### src/hw/rtl/ssr_pkg.sv
// ----------------------------------------------------------------------------
// ssr_pkg
// Shared widths and defaults for the signed square root unit.
// ----------------------------------------------------------------------------
package ssr_pkg;

    // result field: signed Q8.16 root, 25 bits
    localparam int OUT_WIDTH      = 25;
    localparam int OUT_TDATA_W    = ((OUT_WIDTH + 7) / 8) * 8;
    localparam int OUT_MAG_W      = OUT_WIDTH - 1;

    // parameter defaults
    localparam int IN_WIDTH_DEF   = 32;
    localparam int FRAC_BITS_DEF  = 16;

endpackage

### src/hw/rtl/ssr_cell.sv
// ----------------------------------------------------------------------------
// ssr_cell
// One digit step of the restoring square root: takes the next radicand bit
// pair, tries the subtraction and hands the partial root on to its neighbor.
// ----------------------------------------------------------------------------
module ssr_cell #(
    parameter int RAD_W  = 48,
    parameter int ROOT_W = 24,
    parameter int REM_W  = 26
) (
    input  logic              aclk,
    input  logic              aresetn,

    input  logic              in_valid,
    output logic              in_ready,
    input  logic [RAD_W-1:0]  in_rad,
    input  logic [REM_W-1:0]  in_rem,
    input  logic [ROOT_W-1:0] in_root,
    input  logic              in_neg,

    output logic              out_valid,
    input  logic              out_ready,
    output logic [RAD_W-1:0]  out_rad,
    output logic [REM_W-1:0]  out_rem,
    output logic [ROOT_W-1:0] out_root,
    output logic              out_neg
);

    logic              valid_reg;
    logic [RAD_W-1:0]  rad_reg,  rad_next;
    logic [REM_W-1:0]  rem_reg,  rem_next;
    logic [ROOT_W-1:0] root_reg, root_next;
    logic              neg_reg;

    logic [REM_W-1:0]  rem_sh;
    logic [REM_W-1:0]  trial;
    logic              take;

    always_comb begin
        // top two bits of the previous remainder are always zero
        rem_sh    = {in_rem[REM_W-3:0], in_rad[RAD_W-1 -: 2]};
        trial     = {in_root, 2'b01};
        take      = (rem_sh >= trial);
        rem_next  = take ? (rem_sh - trial) : rem_sh;
        root_next = {in_root[ROOT_W-2:0], take};
        rad_next  = in_rad << 2;
    end

    assign in_ready = !valid_reg || out_ready;

    always_ff @(posedge aclk) begin
        if (!aresetn) begin
            valid_reg <= 1'b0;
        end else if (in_ready) begin
            valid_reg <= in_valid;
        end
    end

    always_ff @(posedge aclk) begin
        if (in_valid && in_ready) begin
            rad_reg  <= rad_next;
            rem_reg  <= rem_next;
            root_reg <= root_next;
            neg_reg  <= in_neg;
        end
    end

    assign out_valid = valid_reg;
    assign out_rad   = rad_reg;
    assign out_rem   = rem_reg;
    assign out_root  = root_reg;
    assign out_neg   = neg_reg;

endmodule

### src/hw/rtl/signed_square_root_unit.sv
// ----------------------------------------------------------------------------
// signed_square_root_unit
// Sign-preserving square root of one fixed-point pixel per transaction.
// ----------------------------------------------------------------------------
// Each pixel (signed, FRAC_BITS fraction bits, low IN_WIDTH bits of tdata
// used) gives root = floor(sqrt(|x| << FRAC_BITS)) with the sign of x put
// back, saturated to 24 magnitude bits. The root is formed by a row of
// (IN_WIDTH + FRAC_BITS + 1) / 2 cells, one radicand bit pair each, followed
// by an output register. A new pixel is taken every cycle unless the
// first cell is full and stalled; each cell holds its data only while the
// stage after it is full and stalled, so a stalled result still lets
// earlier stages fill.
// ----------------------------------------------------------------------------
module signed_square_root_unit #(
    parameter int IN_WIDTH  = ssr_pkg::IN_WIDTH_DEF,
    parameter int FRAC_BITS = ssr_pkg::FRAC_BITS_DEF
) (
    input  logic                               aclk,
    input  logic                               aresetn,

    input  logic                               s_axis_tvalid,
    output logic                               s_axis_tready,
    // [IN_WIDTH-1:0] pixel_value
    input  logic [((IN_WIDTH + 7) / 8) * 8-1:0] s_axis_tdata,

    output logic                               m_axis_tvalid,
    input  logic                               m_axis_tready,
    // [24:0] root_value
    output logic [ssr_pkg::OUT_TDATA_W-1:0]    m_axis_tdata
);

    import ssr_pkg::*;

    localparam int RAD_BITS = IN_WIDTH + FRAC_BITS;
    localparam int PAIRS    = (RAD_BITS + 1) / 2;
    localparam int RAD_W    = 2 * PAIRS;
    localparam int ROOT_W   = PAIRS;
    localparam int REM_W    = PAIRS + 2;
    localparam int WIDE_W   = (ROOT_W > OUT_WIDTH) ? ROOT_W : OUT_WIDTH;
    localparam logic [WIDE_W-1:0] MAG_MAX = WIDE_W'((64'd1 << OUT_MAG_W) - 64'd1);

    // chain links, index 0 feeds the first cell
    logic              lnk_valid [0:PAIRS];
    logic              lnk_ready [0:PAIRS];
    logic [RAD_W-1:0]  lnk_rad   [0:PAIRS];
    logic [REM_W-1:0]  lnk_rem   [0:PAIRS];
    logic [ROOT_W-1:0] lnk_root  [0:PAIRS];
    logic              lnk_neg   [0:PAIRS];

    logic [IN_WIDTH-1:0] raw;
    logic [IN_WIDTH-1:0] mag;

    // most negative input negates onto itself, which is its exact magnitude
    always_comb begin
        raw = s_axis_tdata[IN_WIDTH-1:0];
        mag = raw[IN_WIDTH-1] ? (~raw + IN_WIDTH'(1)) : raw;
    end

    assign lnk_valid[0]  = s_axis_tvalid;
    assign s_axis_tready = lnk_ready[0];
    assign lnk_rad[0]    = RAD_W'(mag) << FRAC_BITS;
    assign lnk_rem[0]    = '0;
    assign lnk_root[0]   = '0;
    assign lnk_neg[0]    = raw[IN_WIDTH-1];

    for (genvar i = 0; i < PAIRS; i++) begin : g_cell
        ssr_cell #(
            .RAD_W  (RAD_W),
            .ROOT_W (ROOT_W),
            .REM_W  (REM_W)
        ) u_cell (
            .aclk      (aclk),
            .aresetn   (aresetn),
            .in_valid  (lnk_valid[i]),
            .in_ready  (lnk_ready[i]),
            .in_rad    (lnk_rad[i]),
            .in_rem    (lnk_rem[i]),
            .in_root   (lnk_root[i]),
            .in_neg    (lnk_neg[i]),
            .out_valid (lnk_valid[i+1]),
            .out_ready (lnk_ready[i+1]),
            .out_rad   (lnk_rad[i+1]),
            .out_rem   (lnk_rem[i+1]),
            .out_root  (lnk_root[i+1]),
            .out_neg   (lnk_neg[i+1])
        );
    end

    // output stage: saturate, put the sign back
    logic                 m_valid_reg;
    logic [OUT_WIDTH-1:0] root_reg, root_next;
    logic [WIDE_W-1:0]    root_wide;
    logic [OUT_WIDTH-1:0] root_mag;
    logic                 out_load;

    always_comb begin
        root_wide = WIDE_W'(lnk_root[PAIRS]);
        root_mag  = (root_wide > MAG_MAX) ? OUT_WIDTH'(MAG_MAX)
                                          : root_wide[OUT_WIDTH-1:0];
        root_next = lnk_neg[PAIRS] ? (~root_mag + OUT_WIDTH'(1)) : root_mag;
    end

    assign out_load         = !m_valid_reg || m_axis_tready;
    assign lnk_ready[PAIRS] = out_load;

    always_ff @(posedge aclk) begin
        if (!aresetn) begin
            m_valid_reg <= 1'b0;
        end else if (out_load) begin
            m_valid_reg <= lnk_valid[PAIRS];
        end
    end

    always_ff @(posedge aclk) begin
        if (out_load && lnk_valid[PAIRS]) begin
            root_reg <= root_next;
        end
    end

    assign m_axis_tvalid = m_valid_reg;
    assign m_axis_tdata  = OUT_TDATA_W'(root_reg);

endmodule

### config.mk
export PLATFORM = sky130hd
export DESIGN_NAME = signed_square_root_unit
export DESIGN_NICKNAME = d
export VERILOG_FILES = /design/src/hw/rtl/ssr_pkg.sv /design/src/hw/rtl/ssr_cell.sv /design/src/hw/rtl/signed_square_root_unit.sv
export SDC_FILE = /design/constraint.sdc
export NUM_CORES = 2
export LEC_CHECK = 0
export ABC_AREA = 1
export BUFFER_PORTS_ARGS = -buffer_cell sky130_fd_sc_hd__buf_2
export CORE_ASPECT_RATIO = 0.7
export CORE_MARGIN = 4
export CORE_UTILIZATION = 35
export DETAILED_ROUTE_END_ITERATION = 8
export SETUP_SLACK_MARGIN = 0.15
export SYNTH_ARGS = -nofsm -noshare
export SYNTH_HDL_FRONTEND = slang
export SYNTH_SLANG_ARGS = --single-unit
### constraint.sdc
create_clock -name aclk -period 4.7 [get_ports aclk]
set_input_delay 0.47 -clock aclk [delete_from_list [all_inputs] [get_ports aclk]]
set_output_delay 0.47 -clock aclk [all_outputs]
set_load 0.03 [all_outputs]
Yosys cells after proc, flatten, opt, wreduce, memory -nomap -nowiden
Index checks and enable logic that the tools add are counted.
{"block": "op_classes", "add_sub_neg": 25, "n_div": 0, "mul": 0, "shifts": 0, "mux": 25, "order_cmp": 24, "bitwise_logic": 2, "reduce_logical": 75, "n_eq_ne": 0}
{"op": "24-bit two-way mux", "count": 23}
{"op": "32-bit by 1-bit adder with 32-bit output, second input constant", "count": 1}
{"op": "32-bit two-way mux", "count": 1}
{"op": "32-bit inverter", "count": 1}
{"op": "26-bit by 10-bit greater-or-equal comparator with 1-bit output", "count": 1}
{"op": "26-bit by 11-bit greater-or-equal comparator with 1-bit output", "count": 1}
{"op": "26-bit by 12-bit greater-or-equal comparator with 1-bit output", "count": 1}
{"op": "26-bit by 13-bit greater-or-equal comparator with 1-bit output", "count": 1}
{"op": "26-bit by 14-bit greater-or-equal comparator with 1-bit output", "count": 1}
{"op": "26-bit by 15-bit greater-or-equal comparator with 1-bit output", "count": 1}
{"op": "26-bit by 16-bit greater-or-equal comparator with 1-bit output", "count": 1}
{"op": "26-bit by 17-bit greater-or-equal comparator with 1-bit output", "count": 1}
{"op": "26-bit by 18-bit greater-or-equal comparator with 1-bit output", "count": 1}
{"op": "26-bit by 19-bit greater-or-equal comparator with 1-bit output", "count": 1}
{"op": "26-bit by 20-bit greater-or-equal comparator with 1-bit output", "count": 1}
{"op": "26-bit by 21-bit greater-or-equal comparator with 1-bit output", "count": 1}
{"op": "26-bit by 22-bit greater-or-equal comparator with 1-bit output", "count": 1}
{"op": "26-bit by 23-bit greater-or-equal comparator with 1-bit output", "count": 1}
{"op": "26-bit by 24-bit greater-or-equal comparator with 1-bit output", "count": 1}
{"op": "26-bit by 25-bit greater-or-equal comparator with 1-bit output", "count": 1}
{"op": "26-bit by 3-bit greater-or-equal comparator with 1-bit output", "count": 1}
{"op": "26-bit by 4-bit greater-or-equal comparator with 1-bit output", "count": 1}
{"op": "26-bit by 5-bit greater-or-equal comparator with 1-bit output", "count": 1}
{"op": "26-bit by 6-bit greater-or-equal comparator with 1-bit output", "count": 1}
{"op": "33 further kinds", "count": 105}
{"block": "word_totals", "mem_bits_rw": 0, "rom_bits": 0, "elab_cells": 272, "output_inout_bits": 34, "latch_bits": 0, "input_bits": 36, "mem_count": 0, "register_bits": 1145}

Depth between registers and ports, before layout
{"block": "depth", "word_depth": 27, "mapped_depth": 22, "mapped_depth_nobuf": 21}

Hierarchy
Synthesis repeated with hierarchy kept, for this count alone.
{"block": "hier_totals", "cells_unflattened": 15064, "area_unflattened_um2": 132818.6}
{"module": "ssr_cell at g_cell[10].u_cell ...", "cells_per_inst": 608, "seq_area_each_um2": 2932.8, "area_per_inst_um2": 5436.5, "n_inst": 11}
{"module": "ssr_cell at g_cell[20].u_cell ...", "cells_per_inst": 614, "seq_area_each_um2": 2932.8, "area_per_inst_um2": 5413.9, "n_inst": 11}
{"module": "ssr_cell at g_cell[9].u_cell", "cells_per_inst": 612, "seq_area_each_um2": 2932.8, "area_per_inst_um2": 5477.8, "n_inst": 1}
{"module": "ssr_cell at g_cell[0].u_cell", "cells_per_inst": 611, "seq_area_each_um2": 2932.8, "area_per_inst_um2": 5476.5, "n_inst": 1}
{"module": "signed_square_root_unit", "cells_per_inst": 399, "seq_area_each_um2": 770.7, "area_per_inst_um2": 2509.9, "n_inst": 1}

Worst setup path before layout
No wires, ideal clock.
{"block": "synth_timing", "path_kind": "input to register", "from": "in m_axis_tready", "to": "reg g_cell[5].u_cell.neg_reg, enable pin", "setup_ns": 0.477, "required_ns": 4.223, "t_arrival_ns": 3.607, "path_stages": 12, "n_path_buf": 0, "path_slack_ns": 0.616, "path_cell_list": "inv_2 nand3_2 nor2_4 nand4_4 nor2_4 nand4_4 nor2_4 nand4_4 nor2_4 nand4_4 nor2_4 a21oi_1"}
{"block": "synth_between", "elab_chain_cells": 21}
{"element": "start: declaration", "line": "signed_square_root_unit.sv:27", "rtl": "input logic m_axis_tready,"}
{"element": "1-bit logical OR", "line": "signed_square_root_unit.sv:103", "rtl": "assign out_load = !m_valid_reg || m_axis_tready;"}
{"element": "1-bit logical OR (19 in a row)", "line": "ssr_cell.sv:49", "rtl": "assign in_ready = !valid_reg || out_ready;"}
{"element": "1-bit logical AND", "line": "ssr_cell.sv:60", "rtl": "if (in_valid && in_ready) begin"}
{"element": "end signal: assignment", "line": "ssr_cell.sv:64", "rtl": "neg_reg <= in_neg;"}
{"element": "end: declaration", "line": "ssr_cell.sv:33", "rtl": "logic neg_reg;"}
Every way passes these cells.
A chain may end at the register's enable or synchronous reset.

Worst setup path in the final report
{"block": "layout_timing", "from": "reg g_cell[18].u_cell.rem_reg[0]", "to": "reg g_cell[19].u_cell.rem_reg[20] (data pin)"}
{"block": "layout_between", "elab_chain_cells": 2, "word_cells_on_any_way": 3, "cone_classes": "add/sub: 1; order compare: 1; mux: 1"}
{"element": "start: declaration", "line": "ssr_cell.sv:31", "rtl": "logic [REM_W-1:0] rem_reg, rem_next;"}
{"element": "start signal: assignment", "line": "ssr_cell.sv:62", "rtl": "rem_reg <= rem_next;"}
{"element": "24-bit by 21-bit subtractor with 24-bit output / 26-bit by 21-bit greater-or-equal comparator with 1-bit output (equally long branches)", "line": "ssr_cell.sv:44, ssr_cell.sv:43"}
{"element": "24-bit two-way mux *", "line": "ssr_cell.sv:44", "rtl": "rem_next = take ? (rem_sh - trial) : rem_sh;"}
{"element": "named net g_cell[19].u_cell.rem_next[20]", "line": "ssr_cell.sv:31"}
{"element": "end signal: assignment", "line": "ssr_cell.sv:62"}
{"element": "end: declaration", "line": "ssr_cell.sv:31"}
The timed path passes the listed nets; every way through them passes the cells marked *.

==> results.py <==
metrics = {
    "route": {
        "vias": 35689,
        "finalWirelength_um": 109000,
        "detail_route.first_pass.iterations": 5,
        "postRouteAntennaNets": 0,
        "vias_per_cell": 4.78,
        "drt_iter0_markers": 3009,
        "routedWlPerCell_um": 14.6,
        "drc_errors": 0,
    },
    "critical_path": {
        "cp_slowest_stage_delay_ns": 0.45,
        "end_kind": "flop",
        "cp_common_cell": "nand2_1",
        "reg2reg_to": "g_cell[19].u_cell.out_rem[20]",
        "start_kind": "flop",
        "critPathArrivalTime_ns": 4.09,
        "crit_path_start": "g_cell[18].u_cell.out_rem[0]",
        "path_cells": "ha_1, fa_1, nand3_1, nand2_1, nand2_1, nand2_1, nand2_1, nand2_1, nand2_1, nand2_1, nand2_1, nand2_1, a21o_1, nand2_1, nand2_1, a21oi_2, nand2_2, inv_2, o21ai_0",
        "cp_data_required_time_ns": 5.13,
        "reg2reg_setup_slack_ns": 1.04,
        "critPathKind": "flop to flop",
        "crit_fanout": 35,
        "slowest_stage": "edfxtp_1",
        "r2r_start": "g_cell[18].u_cell.out_rem[0]",
        "rr_worst_depth": 19,
    },
    "placed_design": {
        "post-dp-hpwl_um": 81400,
        "io_buffer_count": 62,
        "placed_cells": 7285,
        "gp_congestion": 0.863,
        "pre_cts_ws_ns": 1.05,
    },
    "power_and_ir_drop": {
        "vdd_drop_max_mv": 0.349,
        "totalPowerFinal_w": 0.0199,
        "p_leak_nw": 23.9,
        "power_per_cell_area_nw_per_um2": 317,
    },
    "final_layout": {
        "fin_util": 0.394,
        "fillers": 15033,
        "syn_to_final_growth_pct": 11.2,
        "nets": 5640,
        "drive_gt1_frac": 0.0667,
        "seqCellArea_um2": 33600,
        "multi_input_area_um2": 19800,
        "largest_reg_flops": 514,
        "stdcell_count": 7474,
    },
    "timing": {
        "worst_slew_pin_slew_ns": 1.24,
        "post-route-min-period_ns": 3.66,
        "setup_viol": 0,
        "hold_viol": 0,
        "maxSlewViolCount": 0,
        "max-slew-margin-rel": 0.173,
        "layout_worst_path_cycle_share": 0.778,
        "fin_setup_tns_ns": 0,
        "fin_ws_ns": 1.04,
        "fin_skew_ns": 0.0196,
        "rsz0062_at_grt": "false",
        "clock.fmax_ghz": 0.273,
    },
    "min_path": {
        "min_path_cells": 3,
        "min_from": "s_axis_tdata[2]",
        "min_to": "g_cell[0].u_cell.out_rad[20]",
        "min_path_type": "input port to flop",
    },
    "synth": {
        "synth_cells": 5148,
        "syn_avg_cell_area_um2": 10.9,
        "ys_types": 76,
        "ys.flop_type": "edfxtp_1",
        "ys_warn_count": 0,
        "synth_area_um2": 56300,
        "synth-xor-area-share": 0.0689,
        "synthSimpleGateAreaFrac": 0.124,
        "synth_fa_ha_area_frac": 0.0718,
        "synth_compound_area_frac": 0.0831,
        "synthMuxAreaShare": 0.000600,
        "synth_top_family_by_area": "simple AND/OR/NAND/NOR gates",
        "synth_edf_count": 1103,
        "yosysSeqAreaShare": 0.597,
        "async_flop_share": 0,
        "synth_seq_cells": 1128,
    },
    "clock_network": {
        "clockBufferDepth": 3,
        "root_buffer": "clkbuf_16",
        "clock_latency_ns": 0.70,
        "tritoncts": "built",
        "cts.clk_slew.worst_paths_ns": 0.06,
        "htreeDepth": 3,
        "cts_setup_buffers": 0,
        "numCtsBuffers": 104,
        "cts_sinks": 1128,
    },
    "floorplanning": {
        "initial_core_util": 0.354,
        "rows": 122,
        "core_area_um2": 159000,
        "ioPinCount": 70,
        "die_w_um": 487,
        "die_h_um": 344,
        "die-area_um2": 167000,
    },
    "global_route": {
        "antenna_found_initial": 1,
        "overflow": 0,
        "grt_max_degree": 53,
        "track_usage": 0.129,
        "grt_pass1_wl_um": 179000,
        "grt_pass1_vias": 33959,
    },
    "flow_run": {
        "drv_cap": 0,
    },
    "run_status": {
        "run_status": "complete, no violations",
    },
}
## stage by stage
step                      hold WS [ns]  area, µm²
final                           0.0993      62600
after floorplan                  0.400      56300
after CTS                       0.0238      62600
after global routing            0.0496      62600
after detailed placement         0.405      59200
after global placement           0.403      59200
## routing by layer
metal | wire, µm | up-vias | share of wire | GRT usage
met4 | 1830 | 0 | 0.017 | 0.0259
met3 | 5280 | 135 | 0.048 | 0.0265
met1 | 57800 | 16902 | 0.53 | 0.202
met2 | 44500 | 651 | 0.41 | 0.184
li1 | - | 18001 | - | -
met5 | 0 | - | 0 | 0
## cell families after synthesis
group	Yosys count
AND/OR/NAND/NOR	1621
flip-flops	1128
AO/OA/AOI/OAI	850
buffers and inverters	783
XOR/XNOR	443
adder cells (fa/ha/maj)	319
multiplexers	3
other	1
## power breakdown
group          switching, W  internal [W]
Sequential        0.0000622        0.0111
Combinational      0.000212      0.000115
Clock               0.00367       0.00475
Total               0.00395        0.0159
## worst max-delay path, delay by kind of cell (launching register included)
family | cells | cell delay [ns]
buffers and inverters | 1 | 0.45
AND/OR/NAND/NOR | 13 | 1.19
flip-flops | 1 | 0.45
adder cells (fa/ha/maj) | 2 | 0.67
AO/OA/AOI/OAI | 3 | 0.60
## cells in the mapped netlist (all sizes together) (25+ instances only)
master / count / area [µm²]
a21oi: 402 / 2030
buf: 38 / 251
clkbuf: 28 / 106
dfxtp: 25 / 500
edfxtp: 1103 / 33100
ha: 312 / 3900
inv: 716 / 2690
nand2: 749 / 2850
nand3: 160 / 811
nand4: 54 / 404
nor2: 517 / 2030
nor3: 60 / 325
nor4: 44 / 300
o21ai: 326 / 1700
xnor2: 228 / 2000
xor2: 215 / 1880
## repair_timing
action,in CTS,in global routing
hold buffers,2,0
hold endpoints to repair,2,0
resized for setup,0,0
## worst max-delay path by stage
stage | slack, ns | cells past startpoint | end
finish | 1.04 | 19 | g_cell[19].u_cell.out_rem[20]
global route | 0.65 | 19 | g_cell[19].u_cell.out_rem[12]
CTS | 1.00 | 14 | s_axis_tready
detailed placement | 1.05 | 19 | g_cell[19].u_cell.out_rem[20]
global placement | 1.06 | 19 | g_cell[19].u_cell.out_rem[20]
floorplan | 0.62 | 12 | g_cell[5].u_cell.out_neg
## area by class of cell
| class | count | area share |
|---|---|---|
| Inverter | 717 | 0.0431 |
| Timing Repair Buffer | 90 | 0.00840 |
| Clock inverter | 50 | 0.00918 |
| Multi-Input combinational cell | 3244 | 0.316 |
| Tap cell | 2108 | 0.0421 |
| Antenna cell | 1 | 0.0000400 |
| Clock buffer | 136 | 0.0441 |
| Sequential cell | 1128 | 0.537 |
## placed cells by master, fill, tap and decap left out, types with 7 or more instances in the layout
master / n
bufinv_16: 11
clkinv_2: 13
buf_2: 62
ha_1: 312
nand4_1: 49
dfxtp_1: 25
o21ai_1: 25
clkbuf_1: 28
xor2_1: 215
nor2_2: 10
conb_1: 8
or2_2: 15
clkbuf_16: 104
o21ai_0: 282
edfxtp_1: 1103
o21bai_1: 8
nand3_1: 158
inv_2: 14
clkinv_1: 17
buf_4: 26
o21ai_2: 19
o211ai_1: 14
nor3_1: 55
o31ai_1: 19
nand2_1: 735
a31oi_1: 22
xnor2_1: 228
a21o_1: 15
nor4_1: 40
a21oi_1: 396
fa_1: 7
inv_1: 700
nor2_1: 489
nand2_2: 13
nor2_4: 18
No activity file was read; power rests on OpenSTA's default activity.
